==> src/dtg_pkg.sv <==
// Shared types, codes and constants of the double-tap gesture detector.
`default_nettype none

package dtg_pkg;

	// Field widths
	localparam int COORD_BITS  = 12;
	localparam int TIME_BITS   = 32;
	localparam int FINGER_BITS = 16;
	localparam int RADIUS_BITS = 12;
	localparam int MS_BITS     = 16;
	localparam int CMD_BITS    = 2;

	// Squared-distance compare widths
	localparam int DIST_BITS = 2 * COORD_BITS + 1;
	localparam int R2_BITS   = 2 * RADIUS_BITS;
	localparam int CMP_BITS  = (DIST_BITS > R2_BITS) ? DIST_BITS : R2_BITS;

	// Event kinds
	localparam logic [CMD_BITS-1:0] CMD_DOWN   = 2'd0;
	localparam logic [CMD_BITS-1:0] CMD_MOTION = 2'd1;
	localparam logic [CMD_BITS-1:0] CMD_UP     = 2'd2;

	// Configuration port
	localparam int CFG_IDX_BITS  = 3;
	localparam int CFG_DATA_BITS = 16;
	localparam logic [CFG_IDX_BITS-1:0] REG_ENABLE      = 3'd0;
	localparam logic [CFG_IDX_BITS-1:0] REG_MOVE_RADIUS = 3'd1;
	localparam logic [CFG_IDX_BITS-1:0] REG_TAP_RADIUS  = 3'd2;
	localparam logic [CFG_IDX_BITS-1:0] REG_MAX_TAP_MS  = 3'd3;
	localparam logic [CFG_IDX_BITS-1:0] REG_MAX_GAP_MS  = 3'd4;

	// Register reset values
	localparam int MOVE_RADIUS_RST = 24;
	localparam int TAP_RADIUS_RST  = 38;
	localparam int MAX_TAP_MS_RST  = 220;
	localparam int MAX_GAP_MS_RST  = 320;
	localparam logic [R2_BITS-1:0] MOVE_R2_RST = R2_BITS'(MOVE_RADIUS_RST * MOVE_RADIUS_RST);
	localparam logic [R2_BITS-1:0] TAP_R2_RST  = R2_BITS'(TAP_RADIUS_RST * TAP_RADIUS_RST);

	typedef struct packed {
		logic [CMD_BITS-1:0]    cmd;
		logic [FINGER_BITS-1:0] finger_id;
		logic [COORD_BITS-1:0]  x_px;
		logic [COORD_BITS-1:0]  y_px;
		logic [TIME_BITS-1:0]   time_ms;
		logic                   gameplay_mode;
		logic                   message_shown;
		logic                   suppress;
	} evt_t;

	typedef struct packed {
		logic fire;
		logic armed;
		logic tracking;
	} res_t;

	typedef struct packed {
		logic [CFG_IDX_BITS-1:0]  index;
		logic [CFG_DATA_BITS-1:0] data;
	} cfg_t;

endpackage

`default_nettype wire

==> src/double_tap_gesture_detector.sv <==
// Double-tap gesture detector: event input stage, tap tracking state and result register.
//
// Usage:
//   evt channel (evt_valid/evt_ready/evt): one touch event per transfer, kind down,
//   motion or up, with finger id, pixel position, timestamp and host flags.
//   res channel (res_valid/res_ready/res): exactly one result per event, in order:
//   fire (this down completed a double tap), armed and tracking after the event.
//   cfg channel (cfg_valid/cfg_ready/cfg): register writes, always ready; write only
//   while no event is in flight. Unknown indexes are dropped.
// Path: the input stage holds each accepted event; its result is then registered in the result register.
// Throughput: one event per cycle while the result side is not stalled; the input stage
//   and the result register each hold one item, and the combinational distance/time
//   compare on the input stage sets that figure.
// Reset: clears the detector, empties both stages, loads the register defaults
//   (disabled, move radius 24, tap radius 38, tap 220 ms, gap 320 ms).
// Stall: while res_ready is low the result holds; one further event is taken into
//   the input stage, then evt_ready drops until the result is transferred.
`default_nettype none

module double_tap_gesture_detector (
	input  wire logic          clk,
	input  wire logic          arst_n,
	input  wire logic          evt_valid,
	output logic               evt_ready,
	input  wire dtg_pkg::evt_t evt,
	output logic               res_valid,
	input  wire logic          res_ready,
	output dtg_pkg::res_t      res,
	input  wire logic          cfg_valid,
	output logic               cfg_ready,
	input  wire dtg_pkg::cfg_t cfg
);
	import dtg_pkg::*;

	// Configuration registers (radii kept squared)
	logic               enable_q;
	logic [R2_BITS-1:0] move_r2_q;
	logic [R2_BITS-1:0] tap_r2_q;
	logic [MS_BITS-1:0] max_tap_q;
	logic [MS_BITS-1:0] max_gap_q;

	// Detector state
	logic                   cand_active_q;
	logic                   moved_far_q;
	logic                   tap_armed_q;
	logic [FINGER_BITS-1:0] cand_finger_q;
	logic [COORD_BITS-1:0]  cand_x_q, cand_y_q, tap_x_q, tap_y_q;
	logic [TIME_BITS-1:0]   cand_time_q, tap_time_q;

	// Pipeline
	logic valid_s1;
	evt_t evt_s1;
	logic res_valid_q;
	res_t res_q;
	logic advance;

	// Compute signals
	logic [COORD_BITS-1:0] ref_x, ref_y, dx, dy;
	logic [R2_BITS-1:0]    r2_sel;
	logic [DIST_BITS-1:0]  dist2;
	logic                  near;
	logic [TIME_BITS-1:0]  gap_el, press_el;
	logic                  gap_ok, press_ok, same_finger, is_tap;
	logic                  cand_active_d, moved_far_d, tap_armed_d, fire_d;
	logic                  start_cand, arm_tap;

	// Handshakes
	assign cfg_ready = 1'b1;
	assign advance   = valid_s1 && (!res_valid_q || res_ready);
	assign evt_ready = !valid_s1 || advance;
	assign res_valid = res_valid_q;
	assign res       = res_q;

	// Configuration writes
	always_ff @(posedge clk or negedge arst_n) begin
		if (!arst_n) begin
			enable_q  <= 1'b0;
			move_r2_q <= MOVE_R2_RST;
			tap_r2_q  <= TAP_R2_RST;
			max_tap_q <= MS_BITS'(MAX_TAP_MS_RST);
			max_gap_q <= MS_BITS'(MAX_GAP_MS_RST);
		end else if (cfg_valid && cfg_ready) begin
			unique case (cfg.index)
				REG_ENABLE:      enable_q  <= cfg.data[0];
				REG_MOVE_RADIUS: move_r2_q <= R2_BITS'(cfg.data[RADIUS_BITS-1:0])
					* R2_BITS'(cfg.data[RADIUS_BITS-1:0]);
				REG_TAP_RADIUS:  tap_r2_q  <= R2_BITS'(cfg.data[RADIUS_BITS-1:0])
					* R2_BITS'(cfg.data[RADIUS_BITS-1:0]);
				REG_MAX_TAP_MS:  max_tap_q <= cfg.data[MS_BITS-1:0];
				REG_MAX_GAP_MS:  max_gap_q <= cfg.data[MS_BITS-1:0];
				default: ;
			endcase
		end
	end

	// Shared distance check: tap point on a down, candidate start otherwise
	always_comb begin
		if (evt_s1.cmd == CMD_DOWN) begin
			ref_x  = tap_x_q;
			ref_y  = tap_y_q;
			r2_sel = tap_r2_q;
		end else begin
			ref_x  = cand_x_q;
			ref_y  = cand_y_q;
			r2_sel = move_r2_q;
		end
		dx = (ref_x > evt_s1.x_px) ? ref_x - evt_s1.x_px : evt_s1.x_px - ref_x;
		dy = (ref_y > evt_s1.y_px) ? ref_y - evt_s1.y_px : evt_s1.y_px - ref_y;
		dist2 = DIST_BITS'(DIST_BITS'(dx) * DIST_BITS'(dx))
			+ DIST_BITS'(DIST_BITS'(dy) * DIST_BITS'(dy));
		near = CMP_BITS'(dist2) <= CMP_BITS'(r2_sel);
	end

	// Elapsed times, modulo the timestamp width
	assign gap_el      = evt_s1.time_ms - tap_time_q;
	assign press_el    = evt_s1.time_ms - cand_time_q;
	assign gap_ok      = gap_el <= TIME_BITS'(max_gap_q);
	assign press_ok    = press_el <= TIME_BITS'(max_tap_q);
	assign same_finger = cand_active_q && (cand_finger_q == evt_s1.finger_id);
	assign is_tap      = evt_s1.gameplay_mode && !evt_s1.message_shown && press_ok
		&& !moved_far_q && near;

	// Next detector state
	always_comb begin
		cand_active_d = cand_active_q;
		moved_far_d   = moved_far_q;
		tap_armed_d   = tap_armed_q;
		fire_d        = 1'b0;
		start_cand    = 1'b0;
		arm_tap       = 1'b0;
		unique case (evt_s1.cmd)
			CMD_DOWN: begin
				if (!enable_q || !evt_s1.gameplay_mode || evt_s1.suppress) begin
					cand_active_d = 1'b0;
					moved_far_d   = 1'b0;
					tap_armed_d   = 1'b0;
				end else if (tap_armed_q && gap_ok && near) begin
					tap_armed_d   = 1'b0;
					cand_active_d = 1'b0;
					fire_d        = 1'b1;
				end else begin
					tap_armed_d   = 1'b0;
					cand_active_d = 1'b1;
					moved_far_d   = 1'b0;
					start_cand    = 1'b1;
				end
			end
			CMD_MOTION: begin
				if (evt_s1.gameplay_mode && enable_q && same_finger && !near)
					moved_far_d = 1'b1;
			end
			CMD_UP: begin
				if (!enable_q) begin
					cand_active_d = 1'b0;
					moved_far_d   = 1'b0;
					tap_armed_d   = 1'b0;
				end else if (same_finger) begin
					cand_active_d = 1'b0;
					tap_armed_d   = is_tap;
					arm_tap       = is_tap;
				end
			end
			default: ;
		endcase
	end

	// Control registers: stage valids, detector flags
	always_ff @(posedge clk or negedge arst_n) begin
		if (!arst_n) begin
			valid_s1      <= 1'b0;
			res_valid_q   <= 1'b0;
			cand_active_q <= 1'b0;
			moved_far_q   <= 1'b0;
			tap_armed_q   <= 1'b0;
		end else begin
			if (evt_ready)
				valid_s1 <= evt_valid;
			if (advance) begin
				res_valid_q   <= 1'b1;
				cand_active_q <= cand_active_d;
				moved_far_q   <= moved_far_d;
				tap_armed_q   <= tap_armed_d;
			end else if (res_ready) begin
				res_valid_q <= 1'b0;
			end
		end
	end

	// Payload registers
	always_ff @(posedge clk) begin
		if (evt_valid && evt_ready)
			evt_s1 <= evt;
		if (advance) begin
			res_q.fire     <= fire_d;
			res_q.armed    <= tap_armed_d;
			res_q.tracking <= cand_active_d;
			if (start_cand) begin
				cand_finger_q <= evt_s1.finger_id;
				cand_x_q      <= evt_s1.x_px;
				cand_y_q      <= evt_s1.y_px;
				cand_time_q   <= evt_s1.time_ms;
			end
			if (arm_tap) begin
				tap_x_q    <= evt_s1.x_px;
				tap_y_q    <= evt_s1.y_px;
				tap_time_q <= evt_s1.time_ms;
			end
		end
	end

endmodule

`default_nettype wire

==> config.mk <==
export PLATFORM = sky130hd
export DESIGN_NAME = double_tap_gesture_detector
export DESIGN_NICKNAME = d
export VERILOG_FILES = /design/src/dtg_pkg.sv /design/src/double_tap_gesture_detector.sv
export SDC_FILE = /design/constraint.sdc
export NUM_CORES = 1
export LEC_CHECK = 0
export BUFFER_PORTS_ARGS = -buffer_cell sky130_fd_sc_hd__buf_4
export CAP_MARGIN = 20
export CORE_UTILIZATION = 45
export CTS_CLUSTER_SIZE = 14
export DETAILED_ROUTE_END_ITERATION = 16
export PLACE_DENSITY = 0.61
export SLEW_MARGIN = 20
export SYNTH_ARGS = -nofsm -noshare
export SYNTH_HDL_FRONTEND = slang
export SYNTH_SLANG_ARGS = --single-unit
==> constraint.sdc <==
create_clock -name clk -period 18.45 [get_ports clk]
set_input_delay 0.9225 -clock clk [delete_from_list [all_inputs] [get_ports clk]]
set_output_delay 0.9225 -clock clk [all_outputs]
set_load 0.01 [all_outputs]
==> results of run 1 <==
how the worst max path moves through the flow:
stage                               startpoint                 endpoint  slack (ps)  cells after the start
after floorplan           evt_s1[76]$_DFFE_PP_  tap_time_q[0]$_DFFE_PP_        4100                     48
after global placement    evt_s1[75]$_DFFE_PP_  tap_time_q[5]$_DFFE_PP_        3720                     42
after detailed placement  evt_s1[76]$_DFFE_PP_  tap_time_q[8]$_DFFE_PP_        3300                     43
after CTS                 evt_s1[76]$_DFFE_PP_  tap_time_q[0]$_DFFE_PP_        3220                     43
after global routing      evt_s1[75]$_DFFE_PP_  tap_time_q[0]$_DFFE_PP_        2640                     43
final                     evt_s1[75]$_DFFE_PP_  tap_time_q[2]$_DFFE_PP_        3410                     43
layout by cell type (no fill, tap or decap), drive strengths merged, types with 22 or more instances in the layout:
cell and n:
a211oi 22, a21o 62, a21oi 125, and2 53, buf 119, clkbuf 45
dfrtp 70, edfxtp 208, fa 285, ha 328, inv 563, mux2 57
mux2i 38, nand2 194, nand2b 27, nand3 32, nand4 25, nor2 156
nor2b 26, nor3 28, o21ai 126, o21bai 23, xnor2 81, xor2 50
state kept, by name, indices dropped and copies added, names as in the netlist:
name / flops
cand_active_q: 1
cand_finger_q: 16
cand_time_q: 32
cand_x_q: 12
cand_y_q: 12
enable_q: 1
evt_s1: 77
max_gap_q: 16
max_tap_q: 16
move_r2_q: 23
moved_far_q: 1
res: 3
res_valid: 1
tap_armed_q: 1
tap_r2_q: 23
tap_time_q: 32
tap_x_q: 12
tap_y_q: 12
valid_s1: 1
through the flow:
step	cell area, um^2	worst slack [ps]
6_report	31900	3410
5_1_grt	31900	2640
4_1_cts	31800	3220
3_5_place_dp	30700	3300
3_3_place_gp	30700	3720
2_1_floorplan	29000	4100
Yosys cell counts (all sizes together) (50+ instances only):
cell type  count
ha           328
a21o          62
and2          53
xor2          50
mux2          57
xnor2         81
nor2         156
fa           285
dfrtp         70
inv          561
edfxtp       208
o21ai        126
nand2        194
a21oi        125
area by class of cell:
type,instances,area (um^2)
Clock buffer,45,965
Clock inverter,15,121
Fill cell,5767,31600
Inverter,563,2110
Multi-Input combinational cell,1947,18300
Sequential cell,292,8370
Tap cell,846,1060
Timing Repair Buffer,119,913
kinds of logic after synthesis:
group           after synthesis  synth area share, %
fa+ha+maj                   613                 33.8
buf+inv                     625                 8.19
compound gates              491                 11.2
flops                       292                 28.8
mux                          95                 3.52
xor+xnor                    131                 4.03
simple gates                616                 10.4
other cells                   1               0.0129
layer usage:
metal  GRT usage (%)  routed length [um]
met3            2.00                2060
met5               0                   0
met4            6.60                1930
met1            27.6               29400
met2            34.8               31700
==> summary.md, run 1 <==
| Metric | Value |
|---|---|
| Detailed Routing Iterations Pass 1 | `5` |
| Post-synth EDFFs | `around 210` |
| Least-Margin Pin Slew | `roughly 1100 ps` |
| Post-DP HPWL | `53200 um` |
| CTS tree | `yes` |
| Final setup fails | `0` |
| WP data required | `18630 ps` |
| Synthesized Nets | `3578` |
| Slowest CP cell | `o41ai_4` |
| DIE AREA | `65500 um^2` |
| Final WL | `about 65000 um` |
| CTS Buffer Depth | `3` |
| Worst slew margin | `28.2%` |
| Fin util | `50.2%` |
| Die height | `256 um` |
| Vias per std cell | `5.24` |
| Non-Filler Instances | `between 3k and 4k` |
| Final Skew | `24.7 ps` |
| Final min period | `15040 ps` |
| Ant diodes | `0` |
| Worst skew pair latency | `around 550 ps` |
| Largest delay contributor family on the critical path | `adder cells` |
| Yosys reg bits | `292` |
| First-pass GRT wire length | `109000 um` |
| Layout Nets | `3671` |
| HP Class | `in -> async` |
| Max Cap Viol | `0` |
| Via count | `20.0k` |
| Hold buffers post-CTS | `0` |
| Cell taking the most area after synthesis | `edfxtp_1` |
| Slowest stage delay, CP | `960 ps` |
| Num ports | `107` |
| Die width | `between 200 and 300 um` |
| Synth unique cells | `98` |
| Number of global-route vias before repair | `21.0k` |
| Final Wtd Congestion | `between 0.9 and 1` |
| Resized Gates After CTS | `0` |
| CP Class | `reg -> reg` |
| Iter 0 DRT Violations | `between 900 and 1k` |
| Worst Setup End Kind | `flop` |
| Pin count of the biggest net entering global routing | `78` |
| Dpl cells | `3766` |
| Mapped Area | `29000 um^2` |
| Root Buffer | `clkbuf_16` |
| Final Max Slew Viols | `0` |
| Largest cells by area after synthesis | `edfxtp_1 22%, fa_1 20%, ha_1 14%` |
| FF-to-FF path depth | `43` |
| Top-area cell type share of the netlist area | `21.5%` |
| Most used cell, CP | `fa_1` |
| Status | `finished clean` |
| Ys Warns | `0` |
| Prevailing post-synth register cell | `edfxtp_1` |
| Post-synthesis sequential area ratio | `slightly below 30%` |
| Synth async-reset ratio | `28.8%` |
| WL per Instance | `17.0 um` |
| Rows | `92` |
| Post-CTS setup buffer count | `0` |
| CTS Buf Count | `34` |
| Syn_area_per_cell | `10.1 um^2` |
| Port bufs | `105` |
| RSZ-0062 raised after global routing | `false` |
| Initial core utilization | `between 40% and 50%` |
| Fmax | `approximately 0.067 GHz` |
| Crit path max fanout | `32` |
| Total GRT Usage | `20.5%` |
| R2r endpoint | `tap_time_q[2]$_DFFE_PP_` |
| Area Overhead vs Synth | `9.76%` |
| Buf/Inv on CP | `5` |
| R2r setup slk | `3410 ps` |
| Detail Route Antenna Nets | `0` |
| Remaining DRCs | `0` |
| Crit path DAT | `15220 ps` |
| Initial antenna violation count | `2` |
| Cell count after synthesis | `roughly 2.9k` |
| Clock-pin slew on the worst setup and hold paths | `roughly 60 ps` |
| GRT overflow | `0` |
| Hold Vio Cnt, Final | `0` |
| Share of cells above drive strength 1 | `10.1%` |
| Fin crit share | `81.5%` |
| Crit start category | `flop` |
| Hold WS | `370 ps` |
| Clock H-tree levels | `2` |
| Worst R2R Start | `evt_s1[75]$_DFFE_PP_` |
| Clock sink count | `292` |
| Sum Neg Setup Slack | `0 ps` |
| Core box area | `63400 um^2` |
Power of run 1 is not shown: default switching activity piles up to over one toggle a cycle in this logic, so the estimate is an artifact.
==> run 2, diff against run 1 <==
--- a/config.mk
+++ b/config.mk
@@ -5,6 +5,7 @@
 export SDC_FILE = /design/constraint.sdc
 export NUM_CORES = 1
 export LEC_CHECK = 0
+export ABC_AREA = 1
 export BUFFER_PORTS_ARGS = -buffer_cell sky130_fd_sc_hd__buf_4
 export CAP_MARGIN = 20
 export CORE_UTILIZATION = 45
==> constraint.sdc (replaced) <==
create_clock -name clk -period 15.6 [get_ports clk]
set_input_delay 0.78 -clock clk [delete_from_list [all_inputs] [get_ports clk]]
set_output_delay 0.78 -clock clk [all_outputs]
set_load 0.01 [all_outputs]
==> run 2 against run 1 <==
  * Critical path type unchanged
  * Sequential cell count unchanged
  * Highest routed layer unchanged
  * First-iteration DRC count increased by 49%
  * Critical endpoint is now cand_x_q[8]$_DFFE_PP_
  * Via count increased by 16%
==> summary.md, run 2 <==
| Metric | Value |
|---|---|
| Most frequent cells in the layout | `862 x inv_1, 831 x nand2_1, 328 x ha_1` |
| GRT overflow | `0 (unchanged)` |
| Cell count after synthesis | `3688 (+29%)` |
| Synth async-reset ratio | `28.8% (unchanged)` |
| Iter 0 DRT Violations | `1390 (+49%)` |
| Layout Nets | `4509 (+23%)` |
| Highest routed metal layer | `met4` |
| Synth unique cells | `51 (-48%)` |
| Ant diodes | `0 (unchanged)` |
| Root Buffer | `clkbuf_16` |
| Max Cap Viol | `0 (unchanged)` |
| R2r setup slk | `3190 ps (-220 ps)` |
| Pin count of the biggest net entering global routing | `64 (-18%)` |
| Slowest stage delay, CP | `750 ps (-210 ps)` |
| Least-Margin Pin Slew | `1120 ps (+43.1 ps)` |
| Worst Setup End Kind | `flop` |
| Slowest CP cell | `nor2_4` |
| Hold buffers post-CTS | `0 (unchanged)` |
| Worst setup margin | `3190 ps (-219 ps)` |
| Worst slack, placed | `3070 ps (-229 ps)` |
| Detail Route Antenna Nets | `0 (unchanged)` |
| Mapped Area | `30400 um^2 (+4.7%)` |
| Post-synthesis sequential area ratio | `27.5% (-1.3 points)` |
| DIE AREA | `68600 um^2 (+4.6%)` |
| CTS Buffer Depth | `3 (unchanged)` |
| Remaining DRCs | `0 (unchanged)` |
| Syn_area_per_cell | `8.24 um^2 (-19%)` |
| CTS Buf Count | `35 (+2.9%)` |
| Prevailing post-synth register cell | `edfxtp_1` |
| Initial core utilization | `45.8% (about the same)` |
| Sum Neg Setup Slack | `0 ps (unchanged)` |
| Crit path DAT | `12630 ps (-2590 ps)` |
| WL met1 | `35100 um (+19%)` |
| Worst slew margin | `25.3% (-2.9 points)` |
| Top-area cell type share of the netlist area | `20.6% (-0.96 points)` |
| Fin crit share | `79.5% (-2.0 points)` |
| HP Class | `in -> async` |
| Die height | `262 um (+2.3%)` |
| Clock-pin slew on the worst setup and hold paths | `60 ps (about the same)` |
| Most used cell, CP | `inv_1` |
| Non-Filler Instances | `4685 (+22%)` |
| Dpl cells | `4622 (+23%)` |
| WL per Instance | `15.9 um (-6.8%)` |
| Die width | `262 um (+2.3%)` |
| Via count | `23.2k (+16%)` |
| Top-count cell post-synth | `inv_1` |
| Metal3 WL | `3370 um (+64%)` |
| Vias per std cell | `4.96 (-5.3%)` |
| Detailed Routing Iterations Pass 1 | `6 (+1)` |
| Core box area | `66300 um^2 (+4.6%)` |
| Resized Gates After CTS | `0 (unchanged)` |
| Synth top cells by count | `863 x inv_1, 831 x nand2_1, 328 x ha_1` |
| Final Wtd Congestion | `0.955 (+1.7%)` |
| Final Skew | `36.6 ps (+11.9 ps)` |
| Rows | `94 (+2.2%)` |
| WP data required | `15830 ps (-2800 ps)` |
| Clock H-tree levels | `2 (unchanged)` |
| Total GRT Usage | `22.4% (+1.9 points)` |
| Cell taking the most area after synthesis | `edfxtp_1` |
| Hold Vio Cnt, Final | `0 (unchanged)` |
| Num ports | `107 (unchanged)` |
| CP Class | `reg -> reg` |
| RSZ-0062 raised after global routing | `false` |
| Largest cells by area after synthesis | `edfxtp_1 21%, fa_1 19%, ha_1 14%` |
| Fmax | `0.0806 GHz (+21%)` |
| Number of global-route vias before repair | `22.8k (+8.2%)` |
| Top Registers | `evt_s1 (77), cand_time_q (32), tap_time_q (32)` |
| Post-CTS setup buffer count | `0 (unchanged)` |
| Final WL | `74300 um (+14%)` |
| Initial antenna violation count | `1 (-1)` |
| Final Max Slew Viols | `0 (unchanged)` |
| Yosys reg bits | `292 (unchanged)` |
| Final min period | `12410 ps (-2630 ps)` |
| Share of cells above drive strength 1 | `5.94% (-4.2 points)` |
| Port bufs | `105 (unchanged)` |
| CTS tree | `yes` |
| Crit path max fanout | `42 (+31%)` |
| First-pass GRT wire length | `121000 um (+11%)` |
| Final setup fails | `0 (unchanged)` |
| Post-synth EDFFs | `208 (unchanged)` |
| Post-DP HPWL | `61100 um (+15%)` |
| Ys Warns | `0 (unchanged)` |
| Crit start category | `flop` |
| Area Overhead vs Synth | `9.84% (about the same)` |
| Status | `finished clean` |
| Largest register FFs | `77 (unchanged)` |
| Worst skew pair latency | `580 ps (+30 ps)` |
| Synthesized Nets | `4402 (+23%)` |
| WL met2 | `34300 um (+8.3%)` |
| Commonest non-fill, non-tap cell in the layout | `inv_1` |
| Clock sink count | `292 (unchanged)` |
| Largest register by flop count | `evt_s1` |
-- run 2: cell types whose count changed in the layout (fill, tap and decap cells not counted), moves of 49 or more --
| cell | previous run | this run |
|---|---|---|
| and2_1 | 52 | 3 |
| inv_1 | 556 | 862 |
| mux2_2 | 57 | 0 |
| nand2_1 | 193 | 831 |
| nand3_1 | 32 | 105 |
| nor2_1 | 152 | 292 |
| xnor2_1 | 78 | 26 |
-- run 2: worst max-delay path, delay by kind of cell, from the launching register on --
kind	cells	cell delay (ps)
buffers and inverters	11	1700
flip-flops	1	500
adder cells (fa/ha/maj)	10	4640
AND/OR/NAND/NOR	17	2880
AO/OA/AOI/OAI	8	1470
XOR/XNOR	2	860
-- run 2: stage by stage --
stage	util (%)	hold WS, ps	cell area, um^2
floorplan	-	437	30400
global placement	48.5	448	32200
detailed placement	48.5	453	32200
finish	50.3	98.2	33400
CTS	50.3	77.5	33400
global route	50.3	101	33400
-- run 2: cell type report --
type                       instances  area (um^2)
clock buffer                      44          951
clock inverter                    19          214
fill                            6490        33000
inverter                         870         3270
multi-input combinational       2476        18600
sequential                       292         8370
tap                              864         1080
timing repair buffer             120          913
-- run 2: path summary, 6_finish.rpt --
kind                                           start                          end  cells past startpoint
worst min register to register  evt_s1[73]$_DFFE_PP_  cand_finger_q[14]$_DFFE_PP_                      0
worst max register to register  evt_s1[75]$_DFFE_PP_        cand_x_q[8]$_DFFE_PP_                     48
max in group asynchronous                     arst_n      tap_armed_q$_DFFE_PN0P_                      2
min in group clk                             evt[14]         evt_s1[14]$_DFFE_PP_                      1
worst max-delay path            evt_s1[75]$_DFFE_PP_        cand_x_q[8]$_DFFE_PP_                     48
worst min-delay path                          arst_n     max_gap_q[0]$_DFFE_PN0P_                      1
-- run 2: per-layer routing --
metal	vias up	GRT usage [%]
met1	11000	31.8
met2	503	36.7
met3	93	2.35
li1	11600	-
met4	0	5.14
met5	-	0
-- run 2: logic make-up (layout without fill, tap and decap cells) --
kind of cell,count (synthesis),after routing,share of synthesized area [%]
AO/OA/AOI/OAI,402,402,7.22
buffers and inverters,920,1053,11.4
other,1,1,0.0123
flip-flops,292,292,27.5
XOR/XNOR,109,109,3.24
multiplexers,17,17,0.560
adder cells (fa/ha/maj),613,613,32.3
AND/OR/NAND/NOR,1334,1334,17.7
Power of run 2 is left out for the same reason.
==> run 3, diff against run 2 <==
--- a/config.mk
+++ b/config.mk
@@ -5,13 +5,13 @@
 export SDC_FILE = /design/constraint.sdc
 export NUM_CORES = 1
 export LEC_CHECK = 0
-export ABC_AREA = 1
+export ABC_AREA = 0
 export BUFFER_PORTS_ARGS = -buffer_cell sky130_fd_sc_hd__buf_4
 export CAP_MARGIN = 20
 export CORE_UTILIZATION = 45
 export CTS_CLUSTER_SIZE = 14
 export DETAILED_ROUTE_END_ITERATION = 16
-export PLACE_DENSITY = 0.61
+export PLACE_DENSITY = 0.63
 export SLEW_MARGIN = 20
 export SYNTH_ARGS = -nofsm -noshare
 export SYNTH_HDL_FRONTEND = slang
==> constraint.sdc (replaced) <==
create_clock -name clk -period 11.1 [get_ports clk]
set_input_delay 0.555 -clock clk [delete_from_list [all_inputs] [get_ports clk]]
set_output_delay 0.555 -clock clk [all_outputs]
set_load 0.01 [all_outputs]
==> run 3 against run 2 <==
  * The run now ends with negative setup slack left
  * Critical path depth increased by 2
  * Utilization increased by 5.6 points
  * Fmax up 2.3%
  * Worst hold slack better by 81 ps
  * Non-clock buffer count up 346
  * Critical endpoint is now cand_finger_q[10]$_DFFE_PP_
  * Highest routed layer is now met5
==> summary.md, run 3 (synthesized netlist as in run 1, its figures left out) <==
| Metric | Value |
|---|---|
| Status | `complete, but fails checks` |
| Violated checks | `negative setup slack` |
| Vias per std cell | `5.13 (+3.5%)` |
| Max Cap Viol | `0 (unchanged)` |
| Total GRT Usage | `21.4% (-1.0 points)` |
| Worst skew pair latency | `550 ps (-30 ps)` |
| Slowest CP cell | `fa_2` |
| Number of global-route vias before repair | `22.7k (-0.14%)` |
| Post-DP HPWL | `55400 um (-9.3%)` |
| Initial core utilization | `45.8% (about the same)` |
| Top Registers | `evt_s1 (77), cand_time_q (32), tap_time_q (32)` |
| Slowest stage delay, CP | `590 ps (-160 ps)` |
| Worst hold start | `evt[53]` |
| Worst R2R Start | `evt_s1[76]$_DFFE_PP_` |
| Initial antenna violation count | `1 (unchanged)` |
| Hold WS | `179 ps (+81.1 ps)` |
| FF-to-FF path depth | `50 (+4.2%)` |
| WL per Instance | `16.6 um (+4.5%)` |
| CP Class | `reg -> reg` |
| Crit path max fanout | `8 (-81%)` |
| Final setup fails | `134 (+134)` |
| R2r setup slk | `-1030 ps (-4220 ps)` |
| Clock sink count | `292 (unchanged)` |
| Final WL | `69100 um (-6.9%)` |
| Remaining DRCs | `0 (unchanged)` |
| Fmax | `0.0824 GHz (+2.3%)` |
| CTS tree | `yes` |
| Non-Filler Instances | `4174 (-11%)` |
| Commonest non-fill, non-tap cell in the layout | `inv_1` |
| Pin count of the biggest net entering global routing | `78 (+22%)` |
| CTS Buf Count | `34 (-2.9%)` |
| Cell Area, Placed | `33200 um^2 (+3.0%)` |
| Hold Vio Cnt, Final | `0 (unchanged)` |
| Worst hold stages | `1` |
| Largest delay contributor family on the critical path | `adder cells` |
| Crit start category | `flop` |
| Ant diodes | `0 (unchanged)` |
| Root Buffer | `clkbuf_16` |
| Most used cell, CP | `fa_1` |
| Layout Nets | `4018 (-11%)` |
| Final Wtd Congestion | `0.968 (+1.3%)` |
| DIE AREA | `65500 um^2 (-4.4%)` |
| Buf/Inv on CP | `10 (-1)` |
| Final min period | `12130 ps (-275 ps)` |
| FF+latch area | `8370 um^2 (unchanged)` |
| Crit path DAT | `12450 ps (-180 ps)` |
| Share of cells above drive strength 1 | `22.6% (+17 points)` |
| Hold path endpoint | `evt_s1[53]$_DFFE_PP_` |
| Final Skew | `24.0 ps (-12.6 ps)` |
| Least-Margin Pin Slew | `1040 ps (-81.6 ps)` |
| Rows | `92 (-2.1%)` |
| Filler Cell Count | `5445 (-16%)` |
| R2r endpoint | `cand_finger_q[10]$_DFFE_PP_` |
| WP data required | `11420 ps (-4410 ps)` |
| Worst Setup End Kind | `flop` |
| Fin crit share | `109% (+30 points)` |
| Iter 0 DRT Violations | `900 (-35%)` |
| Area Overhead vs Synth | `22.3%` |
| Worst setup margin | `-1030 ps (-4220 ps)` |
| Detail Route Antenna Nets | `0 (unchanged)` |
| CTS Buffer Depth | `3 (unchanged)` |
| First-pass GRT wire length | `114000 um (-5.8%)` |
| Final Cell Area | `35500 um^2 (+6.4%)` |
| Die width | `256 um (-2.2%)` |
| Detailed Routing Iterations Pass 1 | `5 (-1)` |
| GRT overflow | `0 (unchanged)` |
| Port bufs | `105 (unchanged)` |
| Worst slack, placed | `-1310 ps (-4380 ps)` |
| HP Class | `in -> reg` |
| Most frequent cells in the layout | `539 x inv_1, 428 x buf_4, 309 x ha_1` |
| RSZ-0062 raised after global routing | `true` |
| Clock-pin slew on the worst setup and hold paths | `60 ps (about the same)` |
| Largest register by flop count | `evt_s1` |
| Area of the multi-input gates | `19000 um^2 (+2.3%)` |
| Num ports | `107 (unchanged)` |
| Largest register FFs | `77 (unchanged)` |
| Dpl cells | `4053 (-12%)` |
| Via count | `21.4k (-7.8%)` |
| Die height | `256 um (-2.2%)` |
| Worst slew margin | `31.0% (+5.7 points)` |
| Clock H-tree levels | `2 (unchanged)` |
| Final Max Slew Viols | `0 (unchanged)` |
| Core box area | `63400 um^2 (-4.4%)` |
## run 3: cell count changes in the layout (fill, tap and decap cells not counted), sizes merged, moves of 26 or more
cell    change
nand2b     +27
inv       -305
nor2b      +26
buf       +343
nand2     -640
o21ai      -49
mux2       +57
nand3      -73
xor2       -33
a21oi      -33
a21o       +48
and2       +50
xnor2      +55
nor2      -140
## run 3: timing repair
action                                 4_1_cts  5_1_grt
endpoints found under the hold margin       17        0
pin swaps                                   71       33
setup endpoints to repair                  134      134
cloned                                       9        2
buffers inserted                            46       10
hold buffers                                 1        0
resized for setup                           93       49
## run 3: cell type report
| type | instances | share of cell area (%) |
|---|---|---|
| multi-input combinational | 1947 | 53.6 |
| sequential | 292 | 23.6 |
| timing repair buffer | 466 | 10.8 |
| inverter | 563 | 5.95 |
| tap | 846 | 2.98 |
| clock buffer | 41 | 2.58 |
| clock inverter | 19 | 0.483 |
## run 3: worst max-delay path by stage
stage                                     from                     endpoint  slack (ps)  depth (start not counted)
after global placement    evt_s1[76]$_DFFE_PP_      tap_time_q[0]$_DFFE_PP_       -1060                         47
final                     evt_s1[76]$_DFFE_PP_  cand_finger_q[10]$_DFFE_PP_       -1030                         50
after CTS                 evt_s1[76]$_DFFE_PP_  cand_finger_q[12]$_DFFE_PP_       -1010                         51
after global routing      evt_s1[76]$_DFFE_PP_         tap_y_q[1]$_DFFE_PP_       -1500                         51
after detailed placement  evt_s1[76]$_DFFE_PP_      tap_time_q[3]$_DFFE_PP_       -1310                         47
after floorplan           evt_s1[76]$_DFFE_PP_      tap_time_q[0]$_DFFE_PP_       -1090                         47
## run 3: metal layers
metal  GRT usage [%]  up-vias  part of all wire [%]
li1                -    10400                     -
met1            27.6    10500                    43
met2            38.1      374                    51
met3            2.51       98                   3.6
met4            5.01        2                   2.2
met5               0        -                 0.019
## run 3: per-stage QoR
stage                     utilization (%)  TNS (ps)
after floorplan                         -   -106700
after global placement               52.3   -137010
after detailed placement             52.3   -170870
after CTS                            55.6   -123970
after global routing                 56.0   -190720
final                                56.0   -127570
## run 3: worst register-to-register path: cells and delay by family (launching register included)
family | cells | cell delay [ps]
compound gates | 12 | 2190
xor+xnor | 2 | 330
fa+ha+maj | 11 | 4560
buf+inv | 10 | 1070
flops | 1 | 420
mux | 1 | 180
simple gates | 14 | 3160
Power of run 3 is left out for the same reason.
